`src/rtl/pesev_pkg.sv`:
```
// pesev_pkg: shared types and codes for the prefix expression evaluator
// token actions, status codes, sequencer and arithmetic unit states
// no dependencies
package pesev_pkg;

    // token actions carried in the input tuser
    localparam logic [2:0] ACT_PUSH = 3'd0;
    localparam logic [2:0] ACT_ADD  = 3'd1;
    localparam logic [2:0] ACT_SUB  = 3'd2;
    localparam logic [2:0] ACT_MUL  = 3'd3;
    localparam logic [2:0] ACT_DIV  = 3'd4;
    localparam logic [2:0] ACT_POW  = 3'd5;

    // result status codes carried in the output tuser
    localparam logic [1:0] ST_OK        = 2'd0;
    localparam logic [1:0] ST_MALFORMED = 2'd1;
    localparam logic [1:0] ST_OVERFLOW  = 2'd2;
    localparam logic [1:0] ST_DIVZERO   = 2'd3;

    // operations of the shared arithmetic unit
    typedef enum logic [1:0] {
        ALU_ADD,
        ALU_SUB,
        ALU_MUL,
        ALU_DIV
    } alu_op_t;

    typedef struct packed {
        logic    start;
        alu_op_t op;
    } alu_req_t;

    typedef struct packed {
        logic busy;
        logic done;
    } alu_rsp_t;

    typedef enum logic [1:0] {
        ALU_IDLE,
        ALU_MULT,
        ALU_DIVIDE,
        ALU_SIGN
    } alu_state_t;

    // evaluator sequencer states
    typedef enum logic [3:0] {
        CTL_IDLE,
        CTL_TOKEN,
        CTL_RD_X,
        CTL_RD_Y,
        CTL_WAIT_ALU,
        CTL_POW_STEP,
        CTL_POW_MR,
        CTL_POW_MB,
        CTL_WRITE,
        CTL_FINISH
    } ctl_state_t;

endpackage

```
`src/rtl/pesev_ram.sv`:
```
// pesev_ram: generic single write port, single read port ram
// read data registered; no package dependencies
module pesev_ram #(
    parameter int WIDTH = 32,
    parameter int DEPTH = 32
) (
    input  logic                     clk,
    input  logic                     we,
    input  logic [$clog2(DEPTH)-1:0] waddr,
    input  logic [WIDTH-1:0]         wdata,
    input  logic [$clog2(DEPTH)-1:0] raddr,
    output logic [WIDTH-1:0]         rdata
);

    logic [WIDTH-1:0] mem [DEPTH];
    logic [WIDTH-1:0] rdata_reg;

    // write and registered read
    always_ff @(posedge clk)
    begin
        if (we)
        begin
            mem[waddr] <= wdata;
        end
        rdata_reg <= mem[raddr];
    end

    assign rdata = rdata_reg;

endmodule

```
`src/rtl/pesev_alu.sv`:
```
// pesev_alu: shared arithmetic unit of the evaluator
// registered add and subtract, bit-serial multiply, restoring signed divide
// depends on pesev_pkg
module pesev_alu #(
    parameter int WIDTH = 32
) (
    input  logic                clk,
    input  logic                rst_n,
    input  pesev_pkg::alu_req_t req,
    input  logic [WIDTH-1:0]    a,
    input  logic [WIDTH-1:0]    b,
    output pesev_pkg::alu_rsp_t rsp,
    output logic [WIDTH-1:0]    result
);

    localparam int CW = $clog2(WIDTH + 1);

    pesev_pkg::alu_state_t state_reg, state_next;
    logic [WIDTH-1:0]      acc_reg, acc_next;
    logic [WIDTH-1:0]      opa_reg, opa_next;
    logic [WIDTH-1:0]      opb_reg, opb_next;
    logic [CW-1:0]         cnt_reg, cnt_next;
    logic                  neg_reg, neg_next;
    logic [WIDTH-1:0]      res_reg, res_next;
    logic                  done_reg, done_next;

    logic [WIDTH-1:0] a_mag;
    logic [WIDTH-1:0] b_mag;
    logic [WIDTH-1:0] mul_sum;
    logic [WIDTH:0]   trial;

    assign a_mag   = a[WIDTH-1] ? (~a + WIDTH'(1)) : a;
    assign b_mag   = b[WIDTH-1] ? (~b + WIDTH'(1)) : b;
    assign mul_sum = acc_reg + (opb_reg[0] ? opa_reg : '0);
    assign trial   = {acc_reg, opa_reg[WIDTH-1]} - {1'b0, opb_reg};

    // control state
    always_ff @(posedge clk or negedge rst_n)
    begin
        if (!rst_n)
        begin
            state_reg <= pesev_pkg::ALU_IDLE;
            done_reg  <= 1'b0;
        end
        else
        begin
            state_reg <= state_next;
            done_reg  <= done_next;
        end
    end

    // datapath registers
    always_ff @(posedge clk)
    begin
        acc_reg <= acc_next;
        opa_reg <= opa_next;
        opb_reg <= opb_next;
        cnt_reg <= cnt_next;
        neg_reg <= neg_next;
        res_reg <= res_next;
    end

    // sequencing of one operation
    always_comb
    begin
        state_next = state_reg;
        acc_next   = acc_reg;
        opa_next   = opa_reg;
        opb_next   = opb_reg;
        cnt_next   = cnt_reg;
        neg_next   = neg_reg;
        res_next   = res_reg;
        done_next  = 1'b0;
        case (state_reg)
            pesev_pkg::ALU_IDLE:
            begin
                if (req.start)
                begin
                    case (req.op)
                        pesev_pkg::ALU_ADD:
                        begin
                            res_next  = a + b;
                            done_next = 1'b1;
                        end
                        pesev_pkg::ALU_SUB:
                        begin
                            res_next  = a - b;
                            done_next = 1'b1;
                        end
                        pesev_pkg::ALU_MUL:
                        begin
                            acc_next = '0;
                            opa_next = a;
                            opb_next = b;
                            if (b == '0)
                            begin
                                res_next  = '0;
                                done_next = 1'b1;
                            end
                            else
                            begin
                                state_next = pesev_pkg::ALU_MULT;
                            end
                        end
                        pesev_pkg::ALU_DIV:
                        begin
                            acc_next   = '0;
                            opa_next   = a_mag;
                            opb_next   = b_mag;
                            neg_next   = a[WIDTH-1] ^ b[WIDTH-1];
                            cnt_next   = CW'(WIDTH);
                            state_next = pesev_pkg::ALU_DIVIDE;
                        end
                        default:
                        begin
                            done_next = 1'b1;
                        end
                    endcase
                end
            end
            // one multiplier bit per cycle, stops once no set bits remain
            pesev_pkg::ALU_MULT:
            begin
                acc_next = mul_sum;
                opa_next = {opa_reg[WIDTH-2:0], 1'b0};
                opb_next = {1'b0, opb_reg[WIDTH-1:1]};
                if (opb_reg[WIDTH-1:1] == '0)
                begin
                    res_next   = mul_sum;
                    done_next  = 1'b1;
                    state_next = pesev_pkg::ALU_IDLE;
                end
            end
            // one quotient bit per cycle, quotient shifts into opa
            pesev_pkg::ALU_DIVIDE:
            begin
                if (!trial[WIDTH])
                begin
                    acc_next = trial[WIDTH-1:0];
                    opa_next = {opa_reg[WIDTH-2:0], 1'b1};
                end
                else
                begin
                    acc_next = {acc_reg[WIDTH-2:0], opa_reg[WIDTH-1]};
                    opa_next = {opa_reg[WIDTH-2:0], 1'b0};
                end
                cnt_next = cnt_reg - CW'(1);
                if (cnt_reg == CW'(1))
                begin
                    state_next = pesev_pkg::ALU_SIGN;
                end
            end
            pesev_pkg::ALU_SIGN:
            begin
                res_next   = neg_reg ? (~opa_reg + WIDTH'(1)) : opa_reg;
                done_next  = 1'b1;
                state_next = pesev_pkg::ALU_IDLE;
            end
            default:
            begin
                state_next = pesev_pkg::ALU_IDLE;
            end
        endcase
    end

    assign rsp.busy = (state_reg != pesev_pkg::ALU_IDLE);
    assign rsp.done = done_reg;
    assign result   = res_reg;

    // a new operation only starts on an idle unit
    a_start_idle: assert property (@(posedge clk) disable iff (!rst_n)
        req.start |-> state_reg == pesev_pkg::ALU_IDLE)
        else $error("operation started while the unit was busy");

    // completion returns the unit to idle
    a_done_idle: assert property (@(posedge clk) disable iff (!rst_n)
        done_reg |-> state_reg == pesev_pkg::ALU_IDLE)
        else $error("completion flagged while the unit still works");

endmodule

```
`src/rtl/prefix_expression_stack_evaluator.sv`:
```
// prefix_expression_stack_evaluator: top level, token sequencer and operand stack
// depends on pesev_pkg, pesev_ram, pesev_alu
//
//  channel  dir  signals                        contents
//  s_axis   in   tvalid tready tdata tuser tlast tdata = operand_value, tuser = action,
//                                                tlast = is_last
//  m_axis   out  tvalid tready tdata tuser       tdata = result_value, tuser = status
//
// a push writes its operand to the stack; add, subtract, multiply and divide
// read the top two entries and run on the shared arithmetic unit; power runs
// square and multiply on the shared unit; the result replaces the two entries
// one token is in flight at a time
// reset clears stack count, error status and output valid; the stack ram needs no clear
// a last token waits in its final state while the previous result is still unread
module prefix_expression_stack_evaluator #(
    parameter int STACK_DEPTH = 32,
    parameter int DATA_WIDTH  = 32
) (
    input  logic        clk,
    input  logic        rst_n,
    input  logic        s_axis_tvalid,
    output logic        s_axis_tready,
    input  logic [31:0] s_axis_tdata,   // [31:0] operand_value
    input  logic [2:0]  s_axis_tuser,   // [2:0] action
    input  logic        s_axis_tlast,
    output logic        m_axis_tvalid,
    input  logic        m_axis_tready,
    output logic [31:0] m_axis_tdata,   // [31:0] result_value
    output logic [1:0]  m_axis_tuser    // [1:0] status
);

    localparam int AW = $clog2(STACK_DEPTH);
    localparam int CW = $clog2(STACK_DEPTH + 1);
    localparam int EW = (DATA_WIDTH > 32) ? DATA_WIDTH : 32;

    pesev_pkg::ctl_state_t state_reg, state_next;
    logic [2:0]            action_reg, action_next;
    logic [DATA_WIDTH-1:0] opnd_reg, opnd_next;
    logic                  last_reg, last_next;
    logic [CW-1:0]         count_reg, count_next;
    logic [1:0]            err_reg, err_next;
    logic [DATA_WIDTH-1:0] x_reg, x_next;
    logic [DATA_WIDTH-1:0] y_reg, y_next;
    logic [DATA_WIDTH-1:0] r_reg, r_next;
    logic [DATA_WIDTH-1:0] b_reg, b_next;
    logic [DATA_WIDTH-1:0] bottom_reg, bottom_next;
    logic                  out_valid_reg, out_valid_next;
    logic [31:0]           out_data_reg, out_data_next;
    logic [1:0]            out_status_reg, out_status_next;

    logic                  ram_we;
    logic [AW-1:0]         ram_waddr;
    logic [DATA_WIDTH-1:0] ram_wdata;
    logic [AW-1:0]         ram_raddr;
    logic [DATA_WIDTH-1:0] ram_rdata;

    pesev_pkg::alu_req_t   alu_req;
    pesev_pkg::alu_rsp_t   alu_rsp;
    logic [DATA_WIDTH-1:0] alu_a;
    logic [DATA_WIDTH-1:0] alu_b;
    logic [DATA_WIDTH-1:0] alu_result;

    logic [EW-1:0]         opnd_ext;
    logic [EW-1:0]         bottom_ext;
    logic [CW-1:0]         cnt_m1;
    logic [CW-1:0]         cnt_m2;
    logic [1:0]            final_status;

    assign opnd_ext   = EW'($signed(s_axis_tdata));
    assign bottom_ext = EW'(bottom_reg);
    assign cnt_m1     = count_reg - CW'(1);
    assign cnt_m2     = count_reg - CW'(2);

    // status reported with the last token
    always_comb
    begin
        if (err_reg != pesev_pkg::ST_OK)
        begin
            final_status = err_reg;
        end
        else if (count_reg == CW'(1))
        begin
            final_status = pesev_pkg::ST_OK;
        end
        else
        begin
            final_status = pesev_pkg::ST_MALFORMED;
        end
    end

    // operand stack
    pesev_ram #(
        .WIDTH (DATA_WIDTH),
        .DEPTH (STACK_DEPTH)
    ) u_stack (
        .clk   (clk),
        .we    (ram_we),
        .waddr (ram_waddr),
        .wdata (ram_wdata),
        .raddr (ram_raddr),
        .rdata (ram_rdata)
    );

    // shared arithmetic unit
    pesev_alu #(
        .WIDTH (DATA_WIDTH)
    ) u_alu (
        .clk    (clk),
        .rst_n  (rst_n),
        .req    (alu_req),
        .a      (alu_a),
        .b      (alu_b),
        .rsp    (alu_rsp),
        .result (alu_result)
    );

    // control state
    always_ff @(posedge clk or negedge rst_n)
    begin
        if (!rst_n)
        begin
            state_reg     <= pesev_pkg::CTL_IDLE;
            count_reg     <= '0;
            err_reg       <= pesev_pkg::ST_OK;
            out_valid_reg <= 1'b0;
        end
        else
        begin
            state_reg     <= state_next;
            count_reg     <= count_next;
            err_reg       <= err_next;
            out_valid_reg <= out_valid_next;
        end
    end

    // payload registers
    always_ff @(posedge clk)
    begin
        action_reg     <= action_next;
        opnd_reg       <= opnd_next;
        last_reg       <= last_next;
        x_reg          <= x_next;
        y_reg          <= y_next;
        r_reg          <= r_next;
        b_reg          <= b_next;
        bottom_reg     <= bottom_next;
        out_data_reg   <= out_data_next;
        out_status_reg <= out_status_next;
    end

    // token sequencer
    always_comb
    begin
        state_next      = state_reg;
        action_next     = action_reg;
        opnd_next       = opnd_reg;
        last_next       = last_reg;
        count_next      = count_reg;
        err_next        = err_reg;
        x_next          = x_reg;
        y_next          = y_reg;
        r_next          = r_reg;
        b_next          = b_reg;
        bottom_next     = bottom_reg;
        out_data_next   = out_data_reg;
        out_status_next = out_status_reg;
        out_valid_next  = out_valid_reg && !m_axis_tready;
        ram_we          = 1'b0;
        ram_waddr       = count_reg[AW-1:0];
        ram_wdata       = opnd_reg;
        ram_raddr       = cnt_m1[AW-1:0];
        alu_req.start   = 1'b0;
        alu_req.op      = pesev_pkg::ALU_ADD;
        alu_a           = x_reg;
        alu_b           = ram_rdata;
        case (state_reg)
            pesev_pkg::CTL_IDLE:
            begin
                if (s_axis_tvalid)
                begin
                    action_next = s_axis_tuser;
                    opnd_next   = opnd_ext[DATA_WIDTH-1:0];
                    last_next   = s_axis_tlast;
                    state_next  = pesev_pkg::CTL_TOKEN;
                end
            end
            pesev_pkg::CTL_TOKEN:
            begin
                if (err_reg != pesev_pkg::ST_OK || action_reg > pesev_pkg::ACT_POW)
                begin
                    state_next = pesev_pkg::CTL_FINISH;
                end
                else if (action_reg == pesev_pkg::ACT_PUSH)
                begin
                    if (count_reg >= CW'(STACK_DEPTH))
                    begin
                        err_next = pesev_pkg::ST_OVERFLOW;
                    end
                    else
                    begin
                        ram_we     = 1'b1;
                        count_next = count_reg + CW'(1);
                        if (count_reg == '0)
                        begin
                            bottom_next = opnd_reg;
                        end
                    end
                    state_next = pesev_pkg::CTL_FINISH;
                end
                else if (count_reg < CW'(2))
                begin
                    err_next   = pesev_pkg::ST_MALFORMED;
                    state_next = pesev_pkg::CTL_FINISH;
                end
                else
                begin
                    state_next = pesev_pkg::CTL_RD_X;
                end
            end
            // top of stack arrives, fetch the next one down
            pesev_pkg::CTL_RD_X:
            begin
                x_next     = ram_rdata;
                ram_raddr  = cnt_m2[AW-1:0];
                state_next = pesev_pkg::CTL_RD_Y;
            end
            pesev_pkg::CTL_RD_Y:
            begin
                y_next = ram_rdata;
                case (action_reg)
                    pesev_pkg::ACT_ADD:
                    begin
                        alu_req.start = 1'b1;
                        alu_req.op    = pesev_pkg::ALU_ADD;
                        state_next    = pesev_pkg::CTL_WAIT_ALU;
                    end
                    pesev_pkg::ACT_SUB:
                    begin
                        alu_req.start = 1'b1;
                        alu_req.op    = pesev_pkg::ALU_SUB;
                        state_next    = pesev_pkg::CTL_WAIT_ALU;
                    end
                    pesev_pkg::ACT_MUL:
                    begin
                        alu_req.start = 1'b1;
                        alu_req.op    = pesev_pkg::ALU_MUL;
                        state_next    = pesev_pkg::CTL_WAIT_ALU;
                    end
                    pesev_pkg::ACT_DIV:
                    begin
                        if (ram_rdata == '0)
                        begin
                            err_next   = pesev_pkg::ST_DIVZERO;
                            state_next = pesev_pkg::CTL_FINISH;
                        end
                        else
                        begin
                            alu_req.start = 1'b1;
                            alu_req.op    = pesev_pkg::ALU_DIV;
                            state_next    = pesev_pkg::CTL_WAIT_ALU;
                        end
                    end
                    pesev_pkg::ACT_POW:
                    begin
                        // negative exponent: only bases of one and minus one survive
                        if (ram_rdata[DATA_WIDTH-1])
                        begin
                            if (x_reg == DATA_WIDTH'(1))
                            begin
                                r_next = DATA_WIDTH'(1);
                            end
                            else if (x_reg == '1)
                            begin
                                r_next = ram_rdata[0] ? '1 : DATA_WIDTH'(1);
                            end
                            else
                            begin
                                r_next = '0;
                            end
                            state_next = pesev_pkg::CTL_WRITE;
                        end
                        else
                        begin
                            r_next     = DATA_WIDTH'(1);
                            b_next     = x_reg;
                            state_next = pesev_pkg::CTL_POW_STEP;
                        end
                    end
                    default:
                    begin
                        state_next = pesev_pkg::CTL_FINISH;
                    end
                endcase
            end
            pesev_pkg::CTL_WAIT_ALU:
            begin
                if (alu_rsp.done)
                begin
                    r_next     = alu_result;
                    state_next = pesev_pkg::CTL_WRITE;
                end
            end
            // one exponent bit: multiply into the result if the bit is set, then square the base
            pesev_pkg::CTL_POW_STEP:
            begin
                if (y_reg[0])
                begin
                    alu_req.start = 1'b1;
                    alu_req.op    = pesev_pkg::ALU_MUL;
                    alu_a         = r_reg;
                    alu_b         = b_reg;
                    state_next    = pesev_pkg::CTL_POW_MR;
                end
                else if (y_reg[DATA_WIDTH-1:1] == '0)
                begin
                    state_next = pesev_pkg::CTL_WRITE;
                end
                else
                begin
                    alu_req.start = 1'b1;
                    alu_req.op    = pesev_pkg::ALU_MUL;
                    alu_a         = b_reg;
                    alu_b         = b_reg;
                    state_next    = pesev_pkg::CTL_POW_MB;
                end
            end
            pesev_pkg::CTL_POW_MR:
            begin
                alu_a = b_reg;
                alu_b = b_reg;
                if (alu_rsp.done)
                begin
                    r_next = alu_result;
                    if (y_reg[DATA_WIDTH-1:1] == '0)
                    begin
                        state_next = pesev_pkg::CTL_WRITE;
                    end
                    else
                    begin
                        alu_req.start = 1'b1;
                        alu_req.op    = pesev_pkg::ALU_MUL;
                        state_next    = pesev_pkg::CTL_POW_MB;
                    end
                end
            end
            pesev_pkg::CTL_POW_MB:
            begin
                if (alu_rsp.done)
                begin
                    b_next     = alu_result;
                    y_next     = {1'b0, y_reg[DATA_WIDTH-1:1]};
                    state_next = pesev_pkg::CTL_POW_STEP;
                end
            end
            // two popped, one pushed
            pesev_pkg::CTL_WRITE:
            begin
                ram_we     = 1'b1;
                ram_waddr  = cnt_m2[AW-1:0];
                ram_wdata  = r_reg;
                count_next = cnt_m1;
                if (cnt_m2 == '0)
                begin
                    bottom_next = r_reg;
                end
                state_next = pesev_pkg::CTL_FINISH;
            end
            pesev_pkg::CTL_FINISH:
            begin
                if (!last_reg)
                begin
                    state_next = pesev_pkg::CTL_IDLE;
                end
                else if (!out_valid_reg || m_axis_tready)
                begin
                    out_valid_next  = 1'b1;
                    out_status_next = final_status;
                    out_data_next   = (final_status == pesev_pkg::ST_OK) ?
                                      bottom_ext[31:0] : 32'd0;
                    count_next      = '0;
                    err_next        = pesev_pkg::ST_OK;
                    state_next      = pesev_pkg::CTL_IDLE;
                end
            end
            default:
            begin
                state_next = pesev_pkg::CTL_IDLE;
            end
        endcase
    end

    assign s_axis_tready = (state_reg == pesev_pkg::CTL_IDLE);
    assign m_axis_tvalid = out_valid_reg;
    assign m_axis_tdata  = out_data_reg;
    assign m_axis_tuser  = out_status_reg;

    // stack never holds more than its depth
    a_count_range: assert property (@(posedge clk) disable iff (!rst_n)
        count_reg <= CW'(STACK_DEPTH))
        else $error("stack count beyond depth");

    // a failed expression reports a zero value
    a_err_zero: assert property (@(posedge clk) disable iff (!rst_n)
        (m_axis_tvalid && m_axis_tuser != pesev_pkg::ST_OK) |-> m_axis_tdata == 32'd0)
        else $error("non-zero value with error status");

    // one token at a time
    a_one_token: assert property (@(posedge clk) disable iff (!rst_n)
        (s_axis_tvalid && s_axis_tready) |=> !s_axis_tready)
        else $error("request taken while a token is in work");

    // the first error sticks until the expression closes
    a_err_sticky: assert property (@(posedge clk) disable iff (!rst_n)
        (err_reg != pesev_pkg::ST_OK && state_reg != pesev_pkg::CTL_FINISH)
        |=> err_reg == $past(err_reg))
        else $error("error status changed before the last token");

endmodule
```
`config.mk`:
```
export PLATFORM = sky130hd
export DESIGN_NAME = prefix_expression_stack_evaluator
export DESIGN_NICKNAME = d
export VERILOG_FILES = /design/src/rtl/pesev_pkg.sv /design/src/rtl/pesev_ram.sv /design/src/rtl/pesev_alu.sv /design/src/rtl/prefix_expression_stack_evaluator.sv
export SDC_FILE = /design/constraint.sdc
export NUM_CORES = 2
export LEC_CHECK = 0
export BUFFER_PORTS_ARGS = -buffer_cell sky130_fd_sc_hd__buf_2
export CELL_PAD_IN_SITES_DETAIL_PLACEMENT = 1
export CELL_PAD_IN_SITES_GLOBAL_PLACEMENT = 1
export CORE_ASPECT_RATIO = 1.1
export CORE_UTILIZATION = 44
export DETAILED_ROUTE_END_ITERATION = 8
export HOLD_SLACK_MARGIN = 0.02
export PLACE_DENSITY = 0.72
export SLEW_MARGIN = 40
export SYNTH_ARGS = -nofsm -noshare
export SYNTH_HDL_FRONTEND = slang
export SYNTH_SLANG_ARGS = --single-unit
```
`constraint.sdc`:
```
create_clock -name clk -period 11.7 [get_ports clk]
set_clock_uncertainty 0.15 [all_clocks]
set_input_delay 2.34 -clock clk [delete_from_list [all_inputs] [get_ports clk]]
set_output_delay 2.34 -clock clk [all_outputs]
set_load 0.01 [all_outputs]
```
Word-level counts from Yosys, hierarchy flattened

Memories as Yosys holds them, arrays and structs flattened. A register that Yosys moved wholly into a read port is not among the register bits.
Index checks and enable logic that the tools add are counted.
Widths: inputs -> output; s select.

Add/sub/neg operators: 11
Order comparisons: 3
Eq/ne operators: 52
Multiplexer cells: 108
Bitwise operators: 4
Reduce and logical (&&, ||, !) cells: 46

Operator list:

| kind                  | count |
|---|---|
| $mux 32               | 31 |
| $pmux 32 s2           | 9 |
| $pmux 32 s3           | 4 |
| $add 32x1->32 const B | 3 |
| $not 32->32           | 3 |
| $add 32x32->32        | 2 |
| $logic_not 32->1      | 2 |
| $logic_not 31->1      | 2 |
| $mux 4                | 13 |
| $mux 6                | 7 |
| $pmux 4 s10           | 1 |
| $sub 33x32->33        | 1 |
| $eq 32x1->1 const B   | 1 |
| $eq 32x32->1 const B  | 1 |
| $sub 32x32->32        | 1 |
| $ne 2x2->1 const B    | 14 |
| $mux 2                | 13 |
| $reduce_and 3->1      | 7 |
| $pmux 6 s3            | 1 |
| $eq 4x3->1 const B    | 4 |
| $ne 3x3->1 const B    | 5 |
| $reduce_and 5->1      | 3 |
| $ne 2x1->1 const B    | 7 |
| $mux 1                | 13 |
| 44 further kinds      | 76 |

Register bits after elaboration: 381
Memory bits (writable): 1,024
Bits of input ports: 40
Output and inout bits: 36
Logic and storage cells: 247
Memories: 1

Memory list:

| memory      | words | width | rd ports | clocked after Yosys merged registers in | write ports | line            | RTL |
|---|---|---|---|---|---|---|---|
| u_stack.mem | 32    | 32    | 1        | 1                                       | 1           | pesev_ram.sv:15 | `logic [WIDTH-1:0] mem [DEPTH];` |

Logic depth before layout (Yosys ltp)

Word-level depth: 10
Depth in mapped cells: 28

Modules after synthesis

A second synthesis with hierarchy kept.

Cells, all modules: 4,763
Area, all modules: 65,806.9 um^2

Modules (own cells, without submodules):

| module                            | times used | cells an instance | area an instance (um^2) | seq. area each (um^2) |
|---|---|---|---|---|
| pesev_ram                         | 1          | 2,260             | 40,492.6                | 31,390.1 |
| pesev_alu                         | 1          | 1,656             | 13,924.6                | 4,129.0 |
| prefix_expression_stack_evaluator | 1          | 847               | 11,389.7                | 7,231.9 |

Worst setup path after synthesis

Ideal clock, no wire load.

Path kind: reg-to-reg
Start: register state_reg[1]
End: register u_alu.res_reg[0] (netlist: u_alu.result[0]) (enable)
Library setup time: 0.594 ns
Data arrival time: 8.272 ns
Required time: 10.956 ns
Setup slack: 2.684 ns
Cell stages (with the launch flop): 16
Buffers on the path: 6
Period minus slack after synthesis: 9.016 ns
Cells stage by stage: dfrtp_1 -> clkbuf_1 -> nor4bb_1 -> buf_2 -> nand2b_1 -> o31ai_2 -> buf_4 -> buf_4 -> buf_4 -> buf_4 -> mux2i_1 -> and4_1 -> nand4_1 -> nor3_1 -> nor2_1 -> a2111oi_0

Word-level cells in the longest chain between the ends: 5
Elaborated cells between the ends (all ways): 13

Ends and longest elaborated chain:

| element                                            | line                                     | RTL |
|---|---|---|
| start, declared                                    | prefix_expression_stack_evaluator.sv:36  | `pesev_pkg::ctl_state_t state_reg, state_next;` |
| start signal, assigned                             | prefix_expression_stack_evaluator.sv:122 | `state_reg <= pesev_pkg::CTL_IDLE;` |
| start signal, assigned                             | prefix_expression_stack_evaluator.sv:129 | `state_reg <= state_next;` |
| $eq 4x3->1 or $eq 4x2->1 (tied branches)           | prefix_expression_stack_evaluator.sv:176 | `case (state_reg)` |
| $pmux 32 s2 or $pmux 3 s3 (tied branches)          | prefix_expression_stack_evaluator.sv:176 |  |
| $logic_not 32->1, or another cell as far along     | pesev_alu.sv:95                          | `if (b == '0)` |
| $ne 3x2->1 (no line) or $ne 4x4->1 (tied branches) | -                                        |  |
| $reduce_and 5->1 (no line) (*)                     | -                                        |  |
| end signal, assigned                               | pesev_alu.sv:60                          | `res_reg <= res_next;` |
| end, declared                                      | pesev_alu.sv:24                          | `logic [WIDTH-1:0] res_reg, res_next;` |

Every way passes the cells marked *; elsewhere a longest branch is shown, timed or not.
A chain may end at the register's enable or synchronous reset.

Worst setup path in the final report

Start: register state_reg[1]
End: register u_alu.res_reg[31] (netlist: u_alu.result[31]) (data pin)

Word-level cells in the longest chain between the ends: 6
Elaborated cells between the ends (all ways): 14

Ends and longest elaborated chain:

| element                                      | line                                     | RTL |
|---|---|---|
| $eq 4x3->1 or $eq 4x2->1 (tied branches)     | prefix_expression_stack_evaluator.sv:176 |  |
| $pmux 32 s2 or $pmux 3 s3 (tied branches)    | prefix_expression_stack_evaluator.sv:176 |  |
| $sub 32x32->32, or another cell as far along | pesev_alu.sv:87                          | `res_next = a - b;` |
| $pmux 32 s3 (*)                              | pesev_alu.sv:79                          | `case (req.op)` |
| $mux 32 (*)                                  | pesev_alu.sv:77                          | `if (req.start)` |
| $pmux 32 s3 (*)                              | pesev_alu.sv:74                          | `case (state_reg)` |
| net u_alu.res_next[31]                       | pesev_alu.sv:24                          |  |

Mark *: on every way through the listed nets, which the timed path passes. The rest lies on a longest branch. The select of a mux whose other input is x is not followed.

==> impl_results.md <==
* CTS-repair resized insts at 0
* PwrDens at approximately 310 nW/um^2
* TNS Setup at 0 ns
* DRC Markers at 0
* Routed WL at about 190000 um
* Tot Pwr at about 23000 uW
* Flip-flop count of the largest register after layout at between 1k and 1.5k
* Max-cap violations at 0
* Tmin final at between 7 and 8 ns
* Total number of clock tree sinks at between 1k and 1.5k
* Largest cells by area after synthesis: edfxtp_1, mux4_2, nand2_1, ha_1, mux2i_1
* Slew Limit Fails at 0
* Most frequent cell after synthesis: edfxtp_1
* Largest Register: u_stack.mem
* Fin. Hold Viols at 0
* Post-synthesis register bit count at ~1.4k
* Initial Util at 44.36%
* Core region area at about 150000 um^2
* Routability cong. at 0.9252
* Worst Hold Class: flip-flop to flip-flop
* WHS Path Cells at 1
* Seq/Total Area, Yosys at 65.99%
* DR vias at just under 40k
* Leakage at 0.02529 uW
* CTS tree: yes
* ANT nets after route at 0
* Pre-CTS WS at approximately 3.7 ns
* Reg clk slew, reported paths at around 0.060 ns
* Number of global-route vias before repair at 41.38k
* Max frequency at about 0.13 GHz
* Storage cell area at about 43000 um^2
* Sw Ratio at just under 40%
* Gr ovfl total at 0
* CP max FO at 64
* CP startpoint kind: flip-flop
* Cts bufs inserted at ~150
* Global-route wire length before repair at approximately 280000 um
* Worst-skew pair later-pin latency at about 0.80 ns
* Ports at 76
* FILL cells at between 10k and 15k
* Mapped Cells at about 4.4k
* Root Driver: clkbuf_16
* Antenna violations before repair at 6
* Comb power frac at about 45%
* Post-synth top area share at approximately 64%
* Layout area overhead at 12.73%
* Final setup violating endpoints at 0
* Status: finished clean
* Async SR Flop Fraction at 1.113%
* Nets at approximately 4.7k
* Hpwl dp at about 130000 um
* Multi-input combinational cell area at 21390 um^2
* Die span in x at 367.9 um
* Dpl cells at 6284
* Post-synth top cells: edfxtp_1, nand2_1, mux4_2
* Critical path capture point type: flip-flop
* Worst-margin pin slew at between 0.9 and 1 ns
* IO buf count at 75
* Htree depth at 4
* GRT Total Usage at around a quarter
* CTS Hold Bufs at 0
* Final cell count without fillers at roughly 6.6k
* Max clock buf depth at 3
* Flop pwr share at 33.9%
* Pin count of the biggest net entering global routing at 123
* Yosys Warn Count at 0
* Share of cells above drive strength 1 at between 15 and 20%
* Slew HR at between 30% and 40%
* P_sw at a little under 9000 uW
* Avg Cell Area, Syn at roughly 15 um^2
* Die Ht at roughly 400 um
* DRT Pass-1 Iters at 7
* Worst EP arrival at ~8.1 ns
* Syn Nets at approximately 4.5k
* Placement Rows at ~150
* Vias per Instance at 6.047
* Area leader, netlist: edfxtp_1
* Worst path required time at approximately 12 ns
* Full die area at 148800 um^2
* Peak VDD IR at 0.3903 mV
* Worst reg-to-reg path cell count at 25
* Setup Crit Path Kind: flip-flop to flip-flop
* Number of setup buffers added after CTS at 0
* Final period utilization at 65.58%
* DR iter-0 viols at ~3.7k
* RSZ-0062 raised after global routing: false
* Clk pwr share at about a fifth
* Int Pwr at 13860 uW
* Fin worst setup slack at roughly 4 ns
* Post-Syn Area at between 60000 and 70000 um^2
* EDFF count, synth at approximately 1.4k
* Count of different cell masters after synthesis at 77
* Ys flop type: edfxtp_1
* Wire length per cell at 29.58 um
## metrics by stage
stage,hold WS (ns),cell area (um^2),util (%)
after floorplan,0.3020,64790,-
final,0.3704,73040,50.01
after global placement,0.3517,67930,46.52
after detailed placement,0.3600,68170,46.68
after CTS,0.3711,73010,49.99
after global routing,0.3881,73030,50.01
## worst paths after layout
kind	from	end	slack, ns
hold / removal	bottom_ext[4]$_DFFE_PP_	m_axis_tdata[4]$_SDFFCE_PP0P_	0.37
min in group asynchronous	rst_n	u_alu.state_reg[1]$_DFFE_PN0P_	1.34
hold reg to reg	bottom_ext[4]$_DFFE_PP_	m_axis_tdata[4]$_SDFFCE_PP0P_	0.37
setup reg to reg	state_reg[1]$_DFFE_PN0P_	u_alu.result[31]$_DFFE_PP_	4.03
max in group asynchronous	rst_n	count_reg[4]$_DFFE_PN0P_	9.71
setup / recovery	state_reg[1]$_DFFE_PN0P_	u_alu.result[31]$_DFFE_PP_	4.03
## power groups by stage
| stage | logic [uW] | registers, uW | clock network [uW] |
|---|---|---|---|
| after CTS | 10300 | 7690 | 4810 |
| after detailed placement | 10200 | 7790 | 0 |
| final | 10200 | 7700 | 4750 |
| after global placement | 9890 | 7790 | 0 |
| after floorplan | 7010 | 7520 | 0 |
| after global routing | 11000 | 7750 | 4970 |
## worst max-delay path: stages, from the launching register on
cell	delay (ns)
dfrtp_1	0.60
nor4bb_4	0.64
nand2b_1	0.27
o31ai_4	0.30
buf_4	0.27
buf_6	0.51
mux2_2	0.44
inv_1	0.09
ha_1	0.20
nand3_1	0.17
inv_1	0.10
nand3_1	0.13
nor2_1	0.19
nor2_1	0.07
xor2_1	0.18
ha_1	0.40
and4_1	0.20
a221oi_1	0.45
nand3_1	0.20
a21oi_1	0.20
o31a_1	0.23
o21ai_0	0.22
a41o_1	0.37
a221oi_1	0.33
xnor2_1	0.14
a221o_1	0.36
## logic make-up (layout without fill, tap and decap cells)
logic type / Yosys count / count (layout) / share of synthesized area [%]
compound gates: 716 / 716 / 6.970
other cells: 0 / 1 / 0
mux: 449 / 449 / 12.04
simple gates: 1152 / 1152 / 8.096
fa+ha+maj: 122 / 122 / 2.391
xor+xnor: 203 / 203 / 2.744
buf+inv: 295 / 539 / 1.769
flops: 1437 / 1437 / 65.99
## metal layers
layer  global-route usage [%]  part of all wire (%)
met5                        0                0.0067
met1                    33.04                    40
met2                    44.73                    50
met4                    11.36                   4.6
met3                    3.474                   5.5
## area by class of cell
class / instances / share of cell area, %
Sequential cell: 1437 / 58.53
Multi-Input combinational cell: 2642 / 29.29
Clock buffer: 204 / 5.556
Tap cell: 1937 / 3.318
Timing Repair Buffer: 181 / 1.778
Clock inverter: 67 / 1.071
Inverter: 87 / 0.4471
Antenna cell: 1 / 0.003426
## cell usage in the layout, fill, tap and decap left out, types with 36 or more instances in the layout
master	Yosys	layout
edfxtp_1	1389	1389
clkbuf_1	160	45
nand3_1	55	54
nor2_1	215	179
o211ai_1	40	40
inv_1	87	87
nor4_1	38	36
a21o_1	81	81
a21oi_1	186	182
xor2_1	80	80
mux4_2	256	256
and2_1	91	89
buf_4	4	87
xnor2_1	123	119
o21ai_0	206	204
mux2i_1	110	109
mux2_2	83	83
ha_1	119	118
buf_2	7	76
clkbuf_16	0	151
nand2_1	561	536
Note: power is estimated with default switching activity, not from simulation.
